### config.mk
export PLATFORM = sky130hd
export DESIGN_NAME = afcpt_peak_track
export DESIGN_NICKNAME = d
export VERILOG_FILES = /design/src/rtl/afcpt_pkg.sv /design/src/rtl/afcpt_peak_track.sv
export SDC_FILE = /design/constraint.sdc
export NUM_CORES = 1
export LEC_CHECK = 0
export ABC_AREA = 1
export BUFFER_PORTS_ARGS = -buffer_cell sky130_fd_sc_hd__buf_2
export CORE_ASPECT_RATIO = 0.8
export CORE_MARGIN = 2
export CORE_UTILIZATION = 56
export CTS_BUF_LIST = sky130_fd_sc_hd__clkbuf_8
export DETAILED_ROUTE_END_ITERATION = 12
export HOLD_SLACK_MARGIN = 0.05
export PLACE_DENSITY = 0.84
export SYNTH_ARGS = -nofsm -noshare
export SYNTH_HDL_FRONTEND = slang
export SYNTH_SLANG_ARGS = --single-unit
### constraint.sdc
create_clock -name clk_i -period 7.3 [get_ports clk_i]
set_clock_uncertainty 0.15 [all_clocks]
set_input_delay 0.73 -clock clk_i [delete_from_list [all_inputs] [get_ports clk_i]]
set_output_delay 0.73 -clock clk_i [all_outputs]
set_load 0.01 [all_outputs]
### src/rtl/afcpt_pkg.sv
`default_nettype none

package afcpt_pkg;

  // stream and field widths
  localparam int unsigned WordW    = 32;
  localparam int unsigned ChanW    = 8;
  localparam int unsigned FrmW     = 12;
  localparam int unsigned CntW     = 10;
  localparam int unsigned SizeW    = WordW - 2;
  localparam int unsigned MagW     = 23;
  localparam int unsigned NumW     = 32;
  localparam int unsigned RecipW   = 33;
  localparam int unsigned ProdW    = NumW + RecipW;
  localparam int unsigned QuotW    = 19;
  localparam int unsigned PeakW    = 28;
  localparam int unsigned VoltW    = 29;

  // configuration port
  localparam int unsigned CfgIdxW  = 2;
  localparam int unsigned CfgDataW = 12;
  localparam logic [CfgIdxW-1:0] CfgChannelId     = 2'd0;
  localparam logic [CfgIdxW-1:0] CfgMaxFrameBytes = 2'd1;
  localparam logic [ChanW-1:0]   ChannelIdRst     = 8'd234;
  localparam logic [FrmW-1:0]    MaxFrameRst      = 12'd1500;

  // framing
  localparam logic [WordW-1:0] SyncWord = 32'hFFFF_FFFF;
  localparam logic [CntW-1:0]  CntMax   = '1;

  // volts = floor(raw * 2^18 / 9375), folded as
  // q = 28*(u+1) - floor((356*u + off) / 9375) on the magnitude u
  localparam logic [NumW-1:0]   VoltMul    = 32'd356;
  localparam logic [NumW-1:0]   OffPos     = 32'd271874;
  localparam logic [NumW-1:0]   OffNeg     = 32'd9731;
  localparam logic [RecipW-1:0] RecipM     = 33'd7505999379;
  localparam int unsigned       RecipShift = 46;
  localparam logic [PeakW-1:0]  BaseMul    = 28'd28;

  typedef struct packed {
    logic [ChanW-1:0] channel_id;
    logic [FrmW-1:0]  max_frame_bytes;
  } cfg_t;

  // deframer to converter
  typedef struct packed {
    logic            sof;
    logic            skipped;
    logic            smp_valid;
    logic            sign;
    logic [MagW-1:0] mag;
    logic [NumW-1:0] num;
  } parse_t;

  // converter to peak tracker
  typedef struct packed {
    logic                    sof;
    logic                    skipped;
    logic                    smp_valid;
    logic signed [VoltW-1:0] volts;
  } conv_t;

  // result transaction
  typedef struct packed {
    logic                    sample_valid;
    logic signed [VoltW-1:0] sample_volts;
    logic                    frame_skipped;
    logic [PeakW-1:0]        max_first;
    logic [PeakW-1:0]        max_second;
    logic signed [VoltW-1:0] min_first;
    logic signed [VoltW-1:0] min_second;
  } res_t;

endpackage

`default_nettype wire

### src/rtl/afcpt_peak_track.sv
`default_nettype none

module afcpt_peak_track (
  input  wire logic              clk_i,
  input  wire logic              rst_ni,
  input  wire logic              in_valid_i,
  output logic                   in_ready_o,
  input  wire afcpt_pkg::conv_t  in_i,
  output logic                   res_valid_o,
  input  wire logic              res_ready_i,
  output afcpt_pkg::res_t        res_o
);

  logic                               e_vld_q;
  logic                               e_smp_q;
  logic signed [afcpt_pkg::VoltW-1:0] e_volts_q;
  logic                               e_skip_q;
  logic                               fire;

  logic [afcpt_pkg::PeakW-1:0]        mx1_q, mx2_q, mx1_d, mx2_d, mx1_c, mx2_c;
  logic signed [afcpt_pkg::VoltW-1:0] mn1_q, mn2_q, mn1_d, mn2_d, mn1_c, mn2_c;
  logic signed [afcpt_pkg::VoltW-1:0] mx1_s, mx2_s;
  logic signed [afcpt_pkg::VoltW-1:0] v;

  // output register; the peak registers are the result's peak fields
  assign in_ready_o  = !e_vld_q || res_ready_i;
  assign fire        = in_valid_i && in_ready_o;
  assign res_valid_o = e_vld_q;

  always_comb begin
    res_o.sample_valid  = e_smp_q;
    res_o.sample_volts  = e_volts_q;
    res_o.frame_skipped = e_skip_q;
    res_o.max_first     = mx1_q;
    res_o.max_second    = mx2_q;
    res_o.min_first     = mn1_q;
    res_o.min_second    = mn2_q;
  end

  // peaks as seen by this transaction, cleared on start of file
  assign mx1_c = in_i.sof ? '0 : mx1_q;
  assign mx2_c = in_i.sof ? '0 : mx2_q;
  assign mn1_c = in_i.sof ? '0 : mn1_q;
  assign mn2_c = in_i.sof ? '0 : mn2_q;
  assign mx1_s = {1'b0, mx1_c};
  assign mx2_s = {1'b0, mx2_c};
  assign v     = in_i.volts;

  // distinct top-two tracking on both ends
  always_comb begin
    mx1_d = mx1_c;
    mx2_d = mx2_c;
    mn1_d = mn1_c;
    mn2_d = mn2_c;
    if (in_i.smp_valid) begin
      if (v > mx1_s) begin
        mx2_d = mx1_c;
        mx1_d = v[afcpt_pkg::PeakW-1:0];
      end else if (v > mx2_s && v != mx1_s) begin
        mx2_d = v[afcpt_pkg::PeakW-1:0];
      end
      if (v < mn1_c) begin
        mn2_d = mn1_c;
        mn1_d = v;
      end else if (v < mn2_c && v != mn1_c) begin
        mn2_d = v;
      end
    end
  end

  always_ff @(posedge clk_i or negedge rst_ni) begin
    if (!rst_ni) begin
      e_vld_q <= 1'b0;
      mx1_q   <= '0;
      mx2_q   <= '0;
      mn1_q   <= '0;
      mn2_q   <= '0;
    end else begin
      if (in_ready_o) begin
        e_vld_q <= in_valid_i;
      end
      if (fire) begin
        mx1_q <= mx1_d;
        mx2_q <= mx2_d;
        mn1_q <= mn1_d;
        mn2_q <= mn2_d;
      end
    end
  end

  always_ff @(posedge clk_i) begin
    if (fire) begin
      e_smp_q   <= in_i.smp_valid;
      e_volts_q <= in_i.volts;
      e_skip_q  <= in_i.skipped;
    end
  end

endmodule

`default_nettype wire

### Word-level counts from Yosys, hierarchy flattened

Index checks and enable logic that the tools add are counted.

| word-level totals | value |
|---|---|
| output and inout bits | 147 |
| logic and storage cells | 33 |
| register bits after elaboration | 146 |

| operators by class | value |
|---|---|
| $lt $le $gt $ge | 4 |
| mux-type cells | 14 |
| eq/ne operators | 2 |
| reductions and logical operators | 5 |

Operator list:

| operator | number |
|---|---|
| $mux 29 | 7 |
| $mux 28 | 7 |
| $gt 29x29->1 | 2 |
| $lt 29x29->1 | 2 |
| $ne 29x29->1 | 2 |
| $logic_and 1x1->1 | 3 |
| $logic_not 1->1 | 1 |
| $logic_or 1x1->1 | 1 |

### Logic depth before layout (Yosys ltp)

Gate-level depths: netlist (run 1).

| depth | value |
|---|---|
| word-level depth | 6 |
| gate-level depth with buffers | 21 |
| mapped depth without buffers | 17 |

### Worst setup path after synthesis (run 1)

Ideal clock, no wire load.

| timing | value |
|---|---|
| path type | input to register |
| start | input in_i[31] (netlist name) |
| end | register mn2_q[18] (netlist name) |
| setup time | 0.122 ns |
| cell stages on the path | 21 |
| buffers on the path | 4 |
| slack | 4.113 ns |
| arrival time | 2.915 ns |
| path through | inv_2 -> clkbuf_1 -> buf_1 -> nand2_1 -> ha_1 -> nand2_1 -> inv_1 -> nand2_1 -> nand2_1 -> nand2_1 -> nand2_1 -> a21oi_1 -> nand2_1 -> nand2_1 -> nand3_1 -> buf_4 -> buf_4 -> nand2_1 -> nand3_1 -> nand2_1 -> a21oi_1 |

| between the ends | value |
|---|---|
| word-level cells in the longest chain between the ends | 6 |
| elaborated cells between the ends (all ways) | 9 |

RTL lines:

| element | line | source |
|---|---|---|
| start, declared | afcpt_peak_track.sv:8 | `input wire afcpt_pkg::conv_t in_i,` |
| $mux 29 (on tied branches) | afcpt_peak_track.sv:44, afcpt_peak_track.sv:43 |  |
| $lt 29x29->1 or $ne 29x29->1 (tied branches) | afcpt_peak_track.sv:65 | `end else if (v < mn2_c && v != mn1_c) begin` |
| $logic_and 1x1->1 | afcpt_peak_track.sv:65 |  |
| $mux 29 | afcpt_peak_track.sv:65 |  |
| $mux 29 | afcpt_peak_track.sv:62 | `if (v < mn1_c) begin` |
| $mux 29 * | afcpt_peak_track.sv:55 | `if (in_i.smp_valid) begin` |
| end signal, assigned | afcpt_peak_track.sv:86 | `mn2_q <= mn2_d;` |
| end, declared | afcpt_peak_track.sv:21 | `logic signed [afcpt_pkg::VoltW-1:0] mn1_q, mn2_q, mn1_d, mn2_d, mn1_c, mn2_c;` |

Every way passes the cells marked *; elsewhere a longest branch is shown, timed or not.
A chain may end at the register's enable or synchronous reset.

### Worst setup path after layout (run 1)

| timing | value |
|---|---|
| start | input in_i[31] (netlist name) |
| end | register mn2_q[16] (netlist name) |

Same word-level chain as after synthesis.

==> impl_metrics.env, run 1 <==
export IMPL_p_leak_nw=6.81
export IMPL_nets=1899
export IMPL_area_growth_pct=11.1
export IMPL_cp_max_fo=59
export IMPL_antenna_cells=0
export IMPL_final_cell_mix="nand2_1 (451), inv_1 (200), buf_2 (181)"
export IMPL_hold_path_class="in -> async"
export IMPL_clk_pin_slew_worst_paths_ns=0.09
export IMPL_cap_violations=0
export IMPL_num_rows=46
export IMPL_htree_levels=4
export IMPL_yosysWarnings=0
export IMPL_slew_viol_final=0
export IMPL_drive_above_1_share_pct=13.7
export IMPL_grt_usage_pct=33.0
export IMPL_clockBufferDepth=2
export IMPL_place_gp_congestion=0.949
export IMPL_synth_fp_nets=1787
export IMPL_grt_antenna_before_repair=0
export IMPL_boundaryPins=183
export IMPL_viasPerCell=5.92
export IMPL_reg2regPathDepth=15
export IMPL_status="finished clean"
export IMPL_die_x_um=164
export IMPL_grt_ovfl_total=0
export IMPL_hold_buffers=0
export IMPL_drc=0
export IMPL_fmax_mhz=201
export IMPL_hold_viol=0
export IMPL_die_height_um=132
export IMPL_routed_wl_mm=35.4
export IMPL_worst_pin_slew_ns=1.22
export IMPL_clock_sinks=146
export IMPL_dr_pass1_iters=6
export IMPL_worstSetupEndpointType="flop"
export IMPL_core_um2=19900
export IMPL_postCtsSetupBuffers=0
export IMPL_rsz0062_at_grt="no"
export IMPL_synth_area_per_cell_um2=6.96
export IMPL_placed_area_um2=12300
export IMPL_post_drt_wl_per_cell_um=17.5
export IMPL_cp_arrival_ns=5.23
export IMPL_fillCellCount=1824
export IMPL_postRouteAntennaNets=0
export IMPL_synth_area_top_cells="dfrtp_1 (25%), nand2_1 (15%), ha_1 (12%)"
export IMPL_cts_resized=0
export IMPL_grt_max_degree=90
export IMPL_powerDensity_nw_per_um2=244
export IMPL_dp_hpwl_mm=23.4
export IMPL_start_util_pct=57.3
export IMPL_finalSetupTns_ns=0
export IMPL_cts_root_buffer="clkbuf_8"
export IMPL_syn_inst=1638
export IMPL_critPathLaunchType="input pin"
export IMPL_grt_pass1_vias=11341
export IMPL_worstSetupPathType="in -> reg"
export IMPL_numCtsBuffers=17
export IMPL_yosysUniqueCellTypes=35
export IMPL_post_route_period_util_pct=68.2
export IMPL_design_area_um2=12700
export IMPL_critPathRequiredTime_ns=7.55
export IMPL_yosysTopAreaCellShare_pct=25.2
export IMPL_regArea_um2=3810
export IMPL_drtIter0Drc=1333
export IMPL_syn_cell_area_um2=11400
export IMPL_synth_top_area_cell="dfrtp_1"
export IMPL_finalSetupViolCount=0
export IMPL_yosysSeqAreaShare_pct=33.4
export IMPL_slew_headroom_pct=18.8
export IMPL_die_area_um2=21500
export IMPL_ys_ff_latch=146
export IMPL_finalCriticalPeriod_ns=4.98
export IMPL_multi_input_area_um2=6360
export IMPL_cts_tree="done"
export IMPL_portBuffers=182
export IMPL_irDropWorstVdd_mv=0.116
export IMPL_num_vias=11992
export IMPL_layout_commonest_cell="nand2_1"
export IMPL_grt_pass1_wl_mm=57.0
export IMPL_insertion_delay_ns=0.48
[worst max-delay path, stage by stage]
cell     delay, ns
buf_2         0.33
inv_2         0.78
buf_12        0.35
nand2_1       0.12
ha_1          0.30
nand2_1       0.07
nand2_1       0.06
nand2_1       0.06
nand3_1       0.11
nand2_1       0.08
nand2_1       0.08
nand2_1       0.10
nand3_2       0.59
nand3_1       0.68
buf_4         0.37
nand2_1       0.09
nand3_1       0.08
nand2_1       0.07
a21oi_1       0.13
[cells in the mapped netlist]
| cell | count |
|---|---|
| a21o_1 | 3 |
| a21oi_1 | 167 |
| a31oi_1 | 14 |
| and2_1 | 1 |
| and3_1 | 2 |
| buf_1 | 16 |
| buf_2 | 18 |
| buf_4 | 22 |
| buf_6 | 3 |
| clkbuf_1 | 40 |
| dfrtp_1 | 115 |
| edfxtp_1 | 31 |
| ha_1 | 113 |
| inv_1 | 196 |
| inv_2 | 6 |
| nand2_1 | 452 |
| nand2_2 | 2 |
| nand2_4 | 1 |
| nand3_1 | 132 |
| nand3_2 | 3 |
| nand3b_2 | 1 |
| nand4_1 | 89 |
| nand4_4 | 1 |
| nor2_1 | 112 |
| nor2_2 | 2 |
| nor2_4 | 2 |
| nor3_1 | 8 |
| nor3_2 | 3 |
| nor3b_1 | 2 |
| nor4_1 | 1 |
| o21a_1 | 2 |
| o21ai_0 | 44 |
| o21ai_1 | 31 |
| o21bai_1 | 2 |
| o22ai_1 | 1 |
[metal layers]
| metal | up-vias | GRT usage (%) | part of all wire [%] |
|---|---|---|---|
| li1 | 5669 | - | - |
| met1 | 5504 | 44.7 | 41 |
| met2 | 707 | 51.3 | 45 |
| met3 | 112 | 7.04 | 11 |
| met4 | 0 | 13.5 | 3.1 |
| met5 | - | 0 | 0 |
[kinds of logic (layout without fill, tap and decap cells)]
kind of cell             Yosys count  after routing  share of synthesized area, %
AND/OR/NAND/NOR                  814            814                          31.3
buffers and inverters            301            426                          11.0
AO/OA/AOI/OAI                    264            264                          11.9
flip-flops                       146            146                          33.4
adder cells (fa/ha/maj)          113            113                          12.4
[sequential cells by signal, indices dropped and copies added, names as in the netlist]
signal and count:
e_skip_q 1, e_smp_q 1, e_volts_q 29, mn1_q 29, mn2_q 29, mx1_q 28, mx2_q 28, res_valid_o 1
[worst paths after layout]
check	end	start	slack (ns)
max in group asynchronous	mx2_q[21]$_DFFE_PN0P_	rst_ni	5.49
hold reg to reg	mx1_q[27]$_DFFE_PN0P_	mx1_q[27]$_DFFE_PN0P_	0.36
setup / recovery	mn2_q[16]$_DFFE_PN0P_	in_i[31]	2.32
min in group clk_i	e_skip_q$_DFFE_PP_	in_i[30]	0.28
hold / removal	mn2_q[5]$_DFFE_PN0P_	rst_ni	0.07
setup reg to reg	mx1_q[3]$_DFFE_PN0P_	mx1_q[27]$_DFFE_PN0P_	3.25
[power breakdown]
part	internal (mW)	switching, mW	leakage [nW]
clock network	0.364	0.336	0.217
registers	0.991	0.141	1.71
logic	0.439	0.822	4.89
[layout make-up]
cell class	instances	area share (%)
clock buffers	17	1.85
flip-flops and latches	146	30.1
clock inverters	15	1.39
multi-input cells	1191	50.2
inverters	202	6.00
repair buffers	192	7.90
well taps	264	2.61
[metrics by stage]
| stage | setup slack (ns) | hold WS, ns | instances | util, % | power, mW |
|---|---|---|---|---|---|
| CTS | 2.40 | 0.0739 | 2027 | 63.6 | 3.08 |
| global route | 2.02 | 0.0925 | 2027 | 63.6 | 3.29 |
| finish | 2.32 | 0.0710 | 2027 | 63.6 | 3.09 |
| global placement | 2.04 | 0.338 | 1995 | 61.6 | 2.34 |
| floorplan | 4.11 | 0.284 | 1638 | - | 1.97 |
| detailed placement | 1.91 | 0.341 | 1995 | 61.6 | 2.38 |
No activity file was read; power rests on OpenSTA's default activity.
==> run 2: changes to the inputs <==
Settings changed: ABC_AREA 1 to 0, PLACE_DENSITY 0.84 to 0.86.
Clock period 7.3 ns to 4.7 ns, I/O delays scaled along.
==> run 2 against run 1 <==
  * Critical path depth is 6 lower
  * Non-clock buffer count up 11
  * Design area decreased by 12%
  * Utilization up 3.0 points
  * Register-to-register slack got worse by 2.2 ns
  * Via count decreased by 23%
  * Clock power increased by 42%
  * Count of clock-buffer cells in the layout rose by 2
  * Global-route usage fell by 1.1 points
  * Flip-flop and latch count is the same
==> impl_metrics.env, run 2 <==
export IMPL_cts_tree="done"
export IMPL_clk_pin_slew_worst_paths_ns=0.08
export IMPL_cp_arrival_ns=4.30
export IMPL_dp_worst_setup_slack_ns=0.285
export IMPL_slew_headroom_pct=15.8
export IMPL_nets=1381
export IMPL_synth_edf_count=31
export IMPL_place_inst=1431
export IMPL_yosysUniqueCellTypes=57
export IMPL_post_drt_wl_per_cell_um=19.8
export IMPL_insertion_delay_ns=0.49
export IMPL_syn_cell_area_um2=9610
export IMPL_status="finished clean"
export IMPL_synth_top_area_cell="dfrtp_1"
export IMPL_hold_viol=0
export IMPL_finalSetupViolCount=0
export IMPL_fmax_mhz=247
export IMPL_grt_ovfl_total=0
export IMPL_dp_hpwl_mm=20.3
export IMPL_htree_levels=4
export IMPL_die_height_um=121
export IMPL_hold_path_class="in -> reg"
export IMPL_cap_violations=0
export IMPL_worst_pin_slew_ns=1.26
export IMPL_layout_commonest_cell="nand2_1"
export IMPL_yosysTopAreaCellShare_pct=29.9
export IMPL_drtIter0Drc=896
export IMPL_slew_viol_final=0
export IMPL_syn_inst=1074
export IMPL_synth_fp_nets=1223
export IMPL_synth_area_per_cell_um2=8.95
export IMPL_critPathLaunchType="input pin"
export IMPL_grt_usage_pct=31.9
export IMPL_boundaryPins=183
export IMPL_post_route_period_util_pct=86.2
export IMPL_p_leak_nw=4.87
export IMPL_synthFlopType="dfrtp_1"
export IMPL_grt_pass1_wl_mm=45.3
export IMPL_area_growth_pct=15.6
export IMPL_hold_buffers=2
export IMPL_clock_sinks=146
export IMPL_top_regs="e_volts_q (29), mn1_q (29), mn2_q (29)"
export IMPL_placed_area_um2=10700
export IMPL_synthArstFlopShare_pct=78.8
export IMPL_design_area_um2=11100
export IMPL_finalCriticalPeriod_ns=4.05
export IMPL_antenna_cells=0
export IMPL_synth_most_common_cell="nand2_1"
export IMPL_num_rows=42
export IMPL_place_gp_congestion=0.891
export IMPL_clockBufferDepth=2
export IMPL_fin_total_pwr_mw=3.72
export IMPL_dr_pass1_iters=5
export IMPL_grt_pass1_vias=8566
export IMPL_cp_max_fo=74
export IMPL_irDropWorstVdd_mv=0.218
export IMPL_ys_ff_latch=146
export IMPL_routed_wl_mm=29.0
export IMPL_start_util_pct=57.7
export IMPL_finalNonFillerCells=1465
export IMPL_drive_above_1_share_pct=25.1
export IMPL_final_cell_mix="nand2_1 (246), buf_2 (181), a21oi_1 (135)"
export IMPL_num_vias=9266
export IMPL_rsz0062_at_grt="no"
export IMPL_yosysWarnings=0
export IMPL_setup_ws_ns=0.648
export IMPL_drc=0
export IMPL_synth_common_cells="nand2_1 (247), a21oi_1 (135), dfrtp_1 (115), ha_1 (113), o21ai_0 (113)"
export IMPL_viasPerCell=6.32
export IMPL_die_area_um2=18200
export IMPL_worstSetupEndpointType="flop"
export IMPL_core_um2=16700
export IMPL_cts_resized=0
export IMPL_postCtsSetupBuffers=0
export IMPL_grt_max_degree=75
export IMPL_postRouteAntennaNets=0
export IMPL_numCtsBuffers=17
export IMPL_portBuffers=182
export IMPL_yosysSeqAreaShare_pct=39.6
export IMPL_powerDensity_nw_per_um2=334
export IMPL_worstSetupPathType="in -> reg"
export IMPL_critPathRequiredTime_ns=4.95
export IMPL_cts_root_buffer="clkbuf_8"
export IMPL_synth_area_top_cells="dfrtp_1 (30%), ha_1 (15%), edfxtp_1 (9.7%)"
export IMPL_die_x_um=150
export IMPL_grt_antenna_before_repair=0
export IMPL_finalSetupTns_ns=0
-- run 2: worst paths after layout --
| check | start | to | slack, ns | cells past startpoint |
|---|---|---|---|---|
| hold / removal | in_i[0] | e_volts_q[0]$_DFFE_PP_ | 0.08 | 1 |
| hold reg to reg | mn1_q[2]$_DFFE_PN0P_ | mn1_q[2]$_DFFE_PN0P_ | 0.41 | 2 |
| max in group asynchronous | rst_ni | res_valid_o$_DFFE_PN0N_ | 3.09 | 3 |
| setup / recovery | in_i[31] | mn2_q[17]$_DFFE_PN0P_ | 0.65 | 13 |
| setup reg to reg | mn2_q[27]$_DFFE_PN0P_ | mn2_q[17]$_DFFE_PN0P_ | 1.07 | 10 |
| min in group asynchronous | rst_ni | mn1_q[20]$_DFFE_PN0P_ | 0.34 | 2 |
-- run 2: power by group --
| part | total (mW) | leakage [nW] | internal (mW) | switching [mW] |
|---|---|---|---|---|
| clock | 0.994 | 0.191 | 0.453 | 0.541 |
| sequential | 1.62 | 1.84 | 1.45 | 0.173 |
| combinational | 1.10 | 2.84 | 0.423 | 0.674 |
| total | 3.72 | 4.87 | 2.33 | 1.39 |
-- run 2: final cells by class --
type                            count  area (µm²)
Timing Repair Buffer              203        1110
Multi-Input combinational cell    847        5460
Fill cell                        1330        5550
Inverter                           17        63.8
Clock inverter                     13         126
Tap cell                          220         275
Clock buffer                       19         262
Sequential cell                   146        3810
-- run 2: critical path, cell delays in order --
cell	delay, ns
buf_2	0.19
inv_2	0.34
buf_12	0.34
nand2_1	0.10
ha_1	0.32
a21oi_1	0.15
a21boi_0	0.09
o31a_1	0.29
o311a_1	0.36
o21ai_0	0.15
and3_1	1.02
a21oi_1	0.22
a21oi_2	0.17
-- run 2: routing by layer --
layer | up-vias | global-route usage [%] | share of wire (%)
li1 | 4215 | - | -
met1 | 4441 | 45.4 | 42
met2 | 549 | 48.2 | 44
met3 | 61 | 7.93 | 12
met4 | 0 | 9.43 | 2.2
met5 | - | 0.588 | 0
-- run 2: stage by stage --
step                      hold slack, ns  utilization (%)
after floorplan                   0.0244                -
after global placement             0.316             64.2
after detailed placement           0.321             64.2
after CTS                         0.0655             66.7
after global routing              0.0641             66.7
final                             0.0754             66.7
-- run 2: kinds of logic (layout without fill, tap and decap cells) --
family,after synthesis,in the layout,share of synthesized area [%]
compound gates,346,346,21.0
fa+ha+maj,113,113,14.7
buf+inv,81,252,3.93
flops,146,146,39.6
mux,28,28,3.25
simple gates,360,360,17.5
